**src/design/erp_pkg.sv**
```systemverilog
// ----------------------------------------------------------------------------
// erp_pkg: shared types and constants of the eased rotation profile
// holds register indexes, field widths and the divider request type
// ----------------------------------------------------------------------------
package erp_pkg;

	localparam int unsigned HISTORY_DEPTH_DEF    = 20;
	localparam int unsigned OUTLIER_LIMIT_US_DEF = 200000;

	localparam int unsigned NOMINAL_RESET = 16667;

	// register indexes
	localparam logic [2:0] REG_START    = 3'd0;
	localparam logic [2:0] REG_SWEEP    = 3'd1;
	localparam logic [2:0] REG_DURATION = 3'd2;
	localparam logic [2:0] REG_NOMINAL  = 3'd3;

	// shared divider geometry
	localparam int unsigned DIV_DW = 48;
	localparam int unsigned DIV_VW = 33;

	typedef struct packed {
		logic              go;
		logic [DIV_DW-1:0] dividend;
		logic [DIV_VW-1:0] divisor;
	} div_req_t;

	typedef struct packed {
		logic              busy;
		logic              done;
		logic [DIV_DW-1:0] quotient;
	} div_rsp_t;

endpackage

```
**src/design/eased_rotation_profile.sv**
```systemverilog
// ----------------------------------------------------------------------------
// eased_rotation_profile: sine ease-in/ease-out rotation profile
// smooths frame intervals, advances elapsed time, outputs the eased angle
// ----------------------------------------------------------------------------
// channel   dir  handshake             payload
// s_axis    in   s_tvalid / s_tready   frame_interval_us
// m_axis    out  m_tvalid / m_tready   angle, active, smoothed_interval_us
// cfg       in   cfg_we                cfg_index, cfg_data
//
// one request makes up to three passes of the shared one-bit-a-cycle divider
// (mean, phase, cosine), each of 48 steps, between the sequencer steps; the
// cosine pass is skipped when the folded phase is zero, and the phase and cosine
// passes as well when the end is reached or the duration is zero
// reset clears control state and reseeds the history at once, no clearing pass
// s_tready is high only while the sequencer is idle; a finished result waits
// in the output register, so the next request is taken while it is stalled
module eased_rotation_profile #(
	parameter int unsigned HISTORY_DEPTH    = erp_pkg::HISTORY_DEPTH_DEF,
	parameter int unsigned OUTLIER_LIMIT_US = erp_pkg::OUTLIER_LIMIT_US_DEF
) (
	input  logic        clk,
	input  logic        arst_n,
	input  logic        s_tvalid,
	output logic        s_tready,
	input  logic [23:0] s_tdata,   // [23:0] frame_interval_us
	output logic        m_tvalid,
	input  logic        m_tready,
	output logic [47:0] m_tdata,   // [24:0] angle, [25] active, [43:26] smoothed_interval_us
	input  logic        cfg_we,
	input  logic [2:0]  cfg_index,
	input  logic [31:0] cfg_data
);

	// widths that follow from the parameters
	localparam int unsigned LIMW = $clog2(OUTLIER_LIMIT_US + 1);
	localparam int unsigned IW   = (LIMW > 18) ? LIMW : 18;
	localparam int unsigned CW   = $clog2(HISTORY_DEPTH + 1);
	localparam int unsigned AW   = $clog2(HISTORY_DEPTH);
	localparam int unsigned SW   = IW + CW;

	// sequencer codes
	localparam logic [3:0] ST_IDLE = 4'd0;
	localparam logic [3:0] ST_UPD  = 4'd1;
	localparam logic [3:0] ST_MDIV = 4'd2;
	localparam logic [3:0] ST_ELAP = 4'd3;
	localparam logic [3:0] ST_PDIV = 4'd4;
	localparam logic [3:0] ST_SQ   = 4'd5;
	localparam logic [3:0] ST_CDIV = 4'd6;
	localparam logic [3:0] ST_EASE = 4'd7;
	localparam logic [3:0] ST_MUL  = 4'd8;
	localparam logic [3:0] ST_ANG  = 4'd9;
	localparam logic [3:0] ST_OUT  = 4'd10;
	localparam logic [3:0] ST_SQW  = 4'd11;

	logic [3:0] state_q;

	// configuration
	logic signed [23:0] start_q;
	logic signed [23:0] sweep_q;
	logic [31:0]        duration_q;
	logic [17:0]        nominal_q;

	// history
	logic [IW-1:0] hist_mem [HISTORY_DEPTH];
	logic [IW-1:0] rd_q;
	logic          seed0_q;   // entry zero still holds the seed interval
	logic [CW-1:0] count_q;
	logic [AW-1:0] slot_q;
	logic [SW-1:0] sum_q;
	logic [IW-1:0] last_q;
	logic [IW-1:0] intv_q;
	logic [31:0]   elapsed_q;

	// working registers
	logic [IW-1:0]      mean_q;
	logic [15:0]        pp_q;
	logic               neg_q;
	logic [30:0]        sq_q;
	logic [16:0]        hc_q;
	logic [16:0]        ease_q;
	logic signed [41:0] prod_q;
	logic [24:0]        angle_q;
	logic               m_valid_q;
	logic [47:0]        m_data_q;

	// divider request registers
	logic                      div_go_q;
	logic [erp_pkg::DIV_DW-1:0] div_dividend_q;
	logic [erp_pkg::DIV_VW-1:0] div_divisor_q;

	erp_pkg::div_req_t div_req;
	erp_pkg::div_rsp_t div_rsp;

	assign div_req = '{go: div_go_q, dividend: div_dividend_q, divisor: div_divisor_q};

	erp_div u_div (
		.clk    (clk),
		.arst_n (arst_n),
		.req    (div_req),
		.rsp    (div_rsp)
	);

	logic          s_acc;
	logic [IW-1:0] t_in;
	logic [IW-1:0] oldest;
	logic [SW-1:0] sum_nxt;
	logic [32:0]   elap_sum;
	logic [16:0]   phase;
	logic          cfg_hit;

	assign s_tready = (state_q == ST_IDLE);
	assign s_acc    = s_tvalid && s_tready;
	assign cfg_hit  = cfg_we && (cfg_index <= erp_pkg::REG_NOMINAL);

	// outliers fall back to the last stored interval
	always_comb begin
		if (s_tdata > 24'(OUTLIER_LIMIT_US)) begin
			t_in = last_q;
		end else begin
			t_in = IW'(s_tdata);
		end
	end

	assign oldest   = (slot_q == '0 && seed0_q) ? IW'(nominal_q) : rd_q;
	assign sum_nxt  = (count_q < CW'(HISTORY_DEPTH)) ? sum_q + SW'(intv_q)
	                                                  : sum_q - SW'(oldest) + SW'(intv_q);
	assign elap_sum = {1'b0, elapsed_q} + 33'(mean_q);
	assign phase    = div_rsp.quotient[16:0];

	// history memory, registered read at the write slot
	always_ff @(posedge clk) begin
		rd_q <= hist_mem[slot_q];
		if (state_q == ST_UPD) begin
			hist_mem[slot_q] <= intv_q;
		end
	end

	// divider requests from the sequencer
	always_ff @(posedge clk or negedge arst_n) begin
		if (!arst_n) begin
			div_go_q <= 1'b0;
		end else begin
			div_go_q <= 1'b0;
			unique case (state_q)
				ST_UPD: begin
					div_go_q <= 1'b1;
				end
				ST_ELAP: begin
					div_go_q <= !(duration_q == '0 || elap_sum[31:0] > duration_q
					              || elap_sum[32]);
				end
				ST_SQ: begin
					div_go_q <= (pp_q != '0);
				end
				default: begin
				end
			endcase
		end
	end

	always_ff @(posedge clk) begin
		unique case (state_q)
			ST_UPD: begin
				div_dividend_q <= erp_pkg::DIV_DW'(sum_nxt);
				div_divisor_q  <= erp_pkg::DIV_VW'(count_q < CW'(HISTORY_DEPTH)
				                                   ? count_q + 1'b1 : count_q);
			end
			ST_ELAP: begin
				div_dividend_q <= {(elap_sum[32] ? 32'hFFFF_FFFF : elap_sum[31:0]), 16'h0};
				div_divisor_q  <= {1'b0, duration_q};
			end
			ST_SQ: begin
				// rational cosine: (2^32 - 4p^2) / (2^32 + p^2) in Q1.16
				div_dividend_q <= {32'(33'h1_0000_0000 - {sq_q, 2'b00}), 16'h0};
				div_divisor_q  <= 33'h1_0000_0000 + 33'(sq_q);
			end
			default: begin
			end
		endcase
	end

	// sequencer and block state
	always_ff @(posedge clk or negedge arst_n) begin
		if (!arst_n) begin
			state_q    <= ST_IDLE;
			start_q    <= '0;
			sweep_q    <= '0;
			duration_q <= '0;
			nominal_q  <= 18'(erp_pkg::NOMINAL_RESET);
			seed0_q    <= 1'b1;
			count_q    <= CW'(1);
			slot_q     <= AW'(1 % HISTORY_DEPTH);
			sum_q      <= SW'(erp_pkg::NOMINAL_RESET);
			last_q     <= IW'(erp_pkg::NOMINAL_RESET);
			elapsed_q  <= '0;
			m_valid_q  <= 1'b0;
			intv_q     <= '0;
			mean_q     <= '0;
			neg_q      <= 1'b0;
			pp_q       <= '0;
			hc_q       <= '0;
			ease_q     <= '0;
			angle_q    <= '0;
		end else begin
			if (m_valid_q && m_tready) begin
				m_valid_q <= 1'b0;
			end
			if (cfg_hit) begin
				elapsed_q <= '0;
				unique case (cfg_index)
					erp_pkg::REG_START:    start_q    <= cfg_data[23:0];
					erp_pkg::REG_SWEEP:    sweep_q    <= cfg_data[23:0];
					erp_pkg::REG_DURATION: duration_q <= cfg_data;
					default: begin
						// reseed the history as on reset
						nominal_q <= cfg_data[17:0];
						seed0_q   <= 1'b1;
						count_q   <= CW'(1);
						slot_q    <= AW'(1 % HISTORY_DEPTH);
						sum_q     <= SW'(cfg_data[17:0]);
						last_q    <= IW'(cfg_data[17:0]);
					end
				endcase
			end
			unique case (state_q)
				ST_IDLE: begin
					if (s_acc) begin
						intv_q  <= t_in;
						state_q <= ST_UPD;
					end
				end
				ST_UPD: begin
					sum_q  <= sum_nxt;
					last_q <= intv_q;
					if (count_q < CW'(HISTORY_DEPTH)) begin
						count_q <= count_q + 1'b1;
					end
					if (slot_q == '0) begin
						seed0_q <= 1'b0;
					end
					slot_q  <= (slot_q == AW'(HISTORY_DEPTH - 1)) ? '0 : slot_q + 1'b1;
					state_q <= ST_MDIV;
				end
				ST_MDIV: begin
					if (div_rsp.done) begin
						mean_q  <= div_rsp.quotient[IW-1:0];
						state_q <= ST_ELAP;
					end
				end
				ST_ELAP: begin
					// saturating advance of elapsed time
					elapsed_q <= elap_sum[32] ? 32'hFFFF_FFFF : elap_sum[31:0];
					if (duration_q == '0 || elap_sum[31:0] > duration_q || elap_sum[32]) begin
						angle_q <= 25'(start_q) + 25'(sweep_q);
						state_q <= ST_OUT;
					end else begin
						state_q <= ST_PDIV;
					end
				end
				ST_PDIV: begin
					if (div_rsp.done) begin
						// fold the second half onto the first
						neg_q   <= phase > 17'd32768;
						pp_q    <= (phase > 17'd32768) ? 16'(17'd65536 - phase) : phase[15:0];
						state_q <= ST_SQW;
					end
				end
				ST_SQW: begin
					// square of the folded phase settles
					state_q <= ST_SQ;
				end
				ST_SQ: begin
					state_q <= ST_CDIV;
				end
				ST_CDIV: begin
					if (pp_q == '0) begin
						hc_q    <= 17'd65536;
						state_q <= ST_EASE;
					end else if (div_rsp.done) begin
						hc_q    <= div_rsp.quotient[16:0];
						state_q <= ST_EASE;
					end
				end
				ST_EASE: begin
					ease_q  <= neg_q ? 17'((18'd65536 + 18'(hc_q)) >> 1)
					                 : 17'((18'd65536 - 18'(hc_q)) >> 1);
					state_q <= ST_MUL;
				end
				ST_MUL: begin
					state_q <= ST_ANG;
				end
				ST_ANG: begin
					// round half up then add the start angle
					angle_q <= 25'(start_q) + 25'(43'(prod_q) + 43'sd32768 >>> 16);
					state_q <= ST_OUT;
				end
				ST_OUT: begin
					if (!m_valid_q || m_tready) begin
						m_valid_q <= 1'b1;
						state_q   <= ST_IDLE;
					end
				end
				default: begin
					state_q <= ST_IDLE;
				end
			endcase
		end
	end

	// multiplier stage: square of the folded phase, sweep times ease, and the output register load
	always_ff @(posedge clk) begin
		sq_q   <= 31'(pp_q) * 31'(pp_q);
		prod_q <= 42'(sweep_q) * 42'($signed({1'b0, ease_q}));
		if (state_q == ST_OUT && (!m_valid_q || m_tready)) begin
			m_data_q <= {4'h0, mean_q[17:0], elapsed_q < duration_q, angle_q};
		end
	end

	assign m_tvalid = m_valid_q;
	assign m_tdata  = m_data_q;

	// the divider is idle whenever a new request may enter
	a_div_idle: assert property (@(posedge clk) disable iff (!arst_n)
		s_tready |-> !div_rsp.busy)
		else $error("divider busy while accepting");

	// an accepted request always moves to the history update
	a_acc_upd: assert property (@(posedge clk) disable iff (!arst_n)
		(s_acc && !cfg_hit) |=> state_q == ST_UPD)
		else $error("accepted request lost");

	// the mean divisor is never zero
	a_count: assert property (@(posedge clk) disable iff (!arst_n)
		count_q != '0 && count_q <= CW'(HISTORY_DEPTH))
		else $error("history count out of range");

	// the output register only loads from the final step
	a_load: assert property (@(posedge clk) disable iff (!arst_n)
		$rose(m_tvalid) |-> $past(state_q) == ST_OUT)
		else $error("result shown outside the output step");

endmodule

```
**src/design/erp_div.sv**
```systemverilog
// ----------------------------------------------------------------------------
// erp_div: shared iterative divider
// restoring division, one quotient bit per cycle
// ----------------------------------------------------------------------------
module erp_div (
	input  logic              clk,
	input  logic              arst_n,
	input  erp_pkg::div_req_t req,
	output erp_pkg::div_rsp_t rsp
);

	localparam int unsigned DW = erp_pkg::DIV_DW;
	localparam int unsigned VW = erp_pkg::DIV_VW;
	localparam int unsigned CNTW = $clog2(DW + 1);

	logic [CNTW-1:0] cnt_q;
	logic            busy_q;
	logic            done_q;
	logic [VW-1:0]   rem_q;
	logic [DW-1:0]   quo_q;
	logic [VW-1:0]   div_q;
	logic [VW:0]     trial;
	logic            fits;

	assign trial = {rem_q, quo_q[DW-1]};
	assign fits  = trial >= {1'b0, div_q};

	always_ff @(posedge clk or negedge arst_n) begin
		if (!arst_n) begin
			cnt_q  <= '0;
			busy_q <= 1'b0;
			done_q <= 1'b0;
		end else begin
			done_q <= 1'b0;
			if (req.go) begin
				cnt_q  <= CNTW'(DW);
				busy_q <= 1'b1;
			end else if (busy_q) begin
				cnt_q <= cnt_q - 1'b1;
				if (cnt_q == CNTW'(1)) begin
					busy_q <= 1'b0;
					done_q <= 1'b1;
				end
			end
		end
	end

	always_ff @(posedge clk) begin
		if (req.go) begin
			quo_q <= req.dividend;
			rem_q <= '0;
			div_q <= req.divisor;
		end else if (busy_q) begin
			// remainder stays below the divisor, so VW bits are enough
			rem_q <= fits ? VW'(trial - {1'b0, div_q}) : trial[VW-1:0];
			quo_q <= {quo_q[DW-2:0], fits};
		end
	end

	assign rsp.busy     = busy_q;
	assign rsp.done     = done_q;
	assign rsp.quotient = quo_q;

endmodule

```
**config.mk**
```make
export PLATFORM = sky130hd
export DESIGN_NAME = eased_rotation_profile
export DESIGN_NICKNAME = d
export VERILOG_FILES = /design/src/design/erp_pkg.sv /design/src/design/eased_rotation_profile.sv /design/src/design/erp_div.sv
export SDC_FILE = /design/constraint.sdc
export NUM_CORES = 2
export LEC_CHECK = 0
export ABC_AREA = 1
export ABC_CLOCK_PERIOD_IN_PS = 5500
export BUFFER_PORTS_ARGS = -buffer_cell sky130_fd_sc_hd__clkbuf_2
export CAP_MARGIN = 20
export CORE_MARGIN = 2
export CORE_UTILIZATION = 30
export CTS_CLUSTER_DIAMETER = 200
export DETAILED_ROUTE_END_ITERATION = 8
export PLACE_DENSITY_LB_ADDON = 0.2
export SYNTH_ARGS = -nofsm -noshare
export SYNTH_HDL_FRONTEND = slang
export SYNTH_HIERARCHICAL = 1
export SYNTH_SLANG_ARGS = --single-unit
```
**constraint.sdc**
```tcl
create_clock -name clk -period 5.5 [get_ports clk]
set_clock_uncertainty 0.15 [all_clocks]
set_input_delay 0.275 -clock clk [delete_from_list [all_inputs] [get_ports clk]]
set_output_delay 0.275 -clock clk [all_outputs]
set_load 0.01 [all_outputs]
```
==> results.yml <==
outcome:
  status: "complete, but fails checks"
  violations: "setup timing"
routing:
  via_per_inst: 4.71
  ant_nets: 0
  via_count: 57300
  first_pass_iters: 6
  wl_per_cell_um: 18.7
  drc: 0
  drtIter0Drc: 4017
  drt_wl_total_um: 227000
synthesis:
  postSynthAreaPerCell_um2: 8.59
  netlist_area_mm2: 0.0720
  synthCells: 8387
  yosysWarnings: 6
floorplanning:
  die_area_mm2: 0.244
  dieWidth_um: 494
  initial_utilization: 0.302
  core_mm2: 0.238
  dieHeight_um: 494
  rows: 179
  ios: 114
sta:
  maxSlewViolCount: 0
  clock.fmax_ghz: 0.171
  setup_viol: 36
  slew_headroom: 0.270
  post-route-min-period_ns: 5.85
  period_share: 1.06
  fin_setup_tns_ns: -5.51
  worst_slack_ns: -0.349
  worst-slew-pin-transition_ns: 1.09
  hold_viol: 0
  rsz0062_at_grt: "true"
  whs_ns: 0.0314
final_layout:
  fin_area_mm2: 0.0868
  multi_input_area_mm2: 0.0398
  area_delta_synth_final_pct: 20.5
  utilization: 0.364
  drive_gt1_frac: 0.159
  seq_area_mm2: 0.0269
  fill_cells: 24400
  final_nets: 9923
  final_cells: 12200
placed_design:
  dp_cells: 11800
  hpwl_um: 173000
  place.port_buffers: 109
  gp_congestion: 0.916
  pre_cts_slack_ns: -0.463
  place_area_mm2: 0.0795
grt:
  grt_pass1_vias: 58000
  grt_use_total: 0.184
  grt_busiest_layer: "met2"
  grt_use_met3: 0.0238
  use_met2: 0.295
  grt_pass1_wl_um: 350000
  grt_max_degree: 186
  overflow: 0
  met1_usage: 0.262
  antenna_found_initial: 16
setup_path:
  crit_top_cell: "fa_1"
  end_kind: "register"
  reg2reg_from: "ease_q[8]$_DFFE_PN0P_"
  critical_path.n_buffers_inverters: 10
  worstPathMaxFanout: 13
  critPathKind: "register to register"
  crit_chain: "buf_12 > nand2_2 > inv_2 > fa_1 > inv_2 > fa_2 > clkinvlp_4 > buf_6 > fa_1 > inv_1 > fa_1 > inv_2 > fa_1 > inv_1 > fa_1 > inv_2 > ha_4 > a21o_1 > buf_4 > nand3_2 > o211ai_1 > a21oi_1 > nand3_1 > xor2_1"
  critPathCapture: "prod_q[38]$_DFF_P_"
  cp_slowest_cell: "fa_2"
  rr_endpoint: "prod_q[38]$_DFF_P_"
  max_stage_delay_ns: 0.60
  rrSetupSlack_ns: -0.35
  cp-start-kind: "register"
  path_depth: 24
  worst-r2r-cell-count: 24
  required_ns: 6.01
  cp_top_family: "adder cells"
  cp-startpoint: "ease_q[8]$_DFFE_PN0P_"
  arrival_ns: 6.36
clock_network:
  clock-sinks: 981
  cts.clk_slew.worst_paths_ns: 0.06
  clock_path_buffers: 3
  cts_tree: "yes"
  root_buffer: "clkbuf_16"
  htreeDepth: 3
  clock_latency_ns: 0.78
  cts_buffers: 111
pwr:
  peakVddDrop_v: 0.000437
  power.density_mw_per_mm2: 544
  p_leak_nw: 42.4
  power_mw: 47.2
run:
  maxCapViolCount: 0
hold_path:
  hold_path.class: "input port to asynchronous set/reset pin"
==> cells in the final DEF, fill, tap and decap left out, types with 39 or more instances in the layout <==
| master | count |
|---|---|
| nand2_2 | 62 |
| dlygate4sd3_1 | 55 |
| inv_1 | 1506 |
| nor2_2 | 58 |
| dfrtp_1 | 259 |
| nand4_1 | 71 |
| ha_1 | 340 |
| nor2_1 | 491 |
| buf_12 | 54 |
| buf_4 | 442 |
| xnor2_1 | 61 |
| fa_1 | 552 |
| clkbuf_2 | 108 |
| a21oi_1 | 254 |
| o21ai_1 | 46 |
| o21ai_0 | 537 |
| dfxtp_1 | 107 |
| inv_2 | 112 |
| edfxtp_1 | 566 |
| xor2_1 | 106 |
| o22ai_1 | 132 |
| nor3_1 | 39 |
| nand3_1 | 313 |
| clkbuf_16 | 113 |
| buf_6 | 42 |
| ha_4 | 43 |
| nand2_1 | 1885 |
==> final cells by class <==
type	count	area share
Multi-Input combinational cell	5463	0.458
Sequential cell	981	0.310
Inverter	1624	0.0703
Timing Repair Buffer	708	0.0703
Tap cell	3167	0.0456
Clock buffer	153	0.0357
Clock inverter	58	0.00947
Antenna cell	3	0.0000865
==> registers in the layout (all words and copies together) (netlist names), 23 cells and up <==
register / cells
elapsed_q: 32
duration_q: 32
u_div/quo_q: 48
hist_mem: 360
angle_q: 25
div_dividend_q: 48
sweep_q: 24
sq_q: 30
start_q: 24
m_tdata: 44
u_div/rem_q: 33
div_divisor_q: 33
sum_q: 23
prod_q: 26
u_div/div_q: 33
==> per-layer routing <==
layer  routed length [µm]  up-vias
li1                     -    27600
met1               107000    28100
met2               103000     1294
met3                11000      256
met4                 5770        0
met5                    0        -
==> report_power, final <==
part	internal [mW]	total [mW]	switching [mW]
clock network	4.56	7.91	3.35
registers	10.2	11.6	1.34
logic	10.5	27.8	17.3
==> worst min-delay path, cell delays in order <==
cell           delay [ns]
dlygate4sd3_1        0.59
buf_8                0.18
buf_16               0.26
==> worst min path at each step <==
stage,start,end,slack [ns],depth (start not counted)
floorplan,arst_n,angle_q[0]$_DFFE_PN0P_,-0.17,0
global placement,arst_n,duration_q[27]$_DFFE_PN0P_,0.07,1
detailed placement,arst_n,duration_q[31]$_DFFE_PN0P_,0.07,1
CTS,arst_n,duration_q[19]$_DFFE_PN0P_,0.008,3
global route,arst_n,duration_q[19]$_DFFE_PN0P_,0.03,3
finish,arst_n,duration_q[19]$_DFFE_PN0P_,0.03,3
==> timing repair <==
action                                  CTS  global route
gates cloned                              1             1
hold endpoints to repair                401             0
pin swaps                               129           128
resized for setup                       315           230
hold buffers                             56             0
setup buffers                            58            36
endpoints found under the setup margin   45            46
Power figures use the tool's default switching activity.
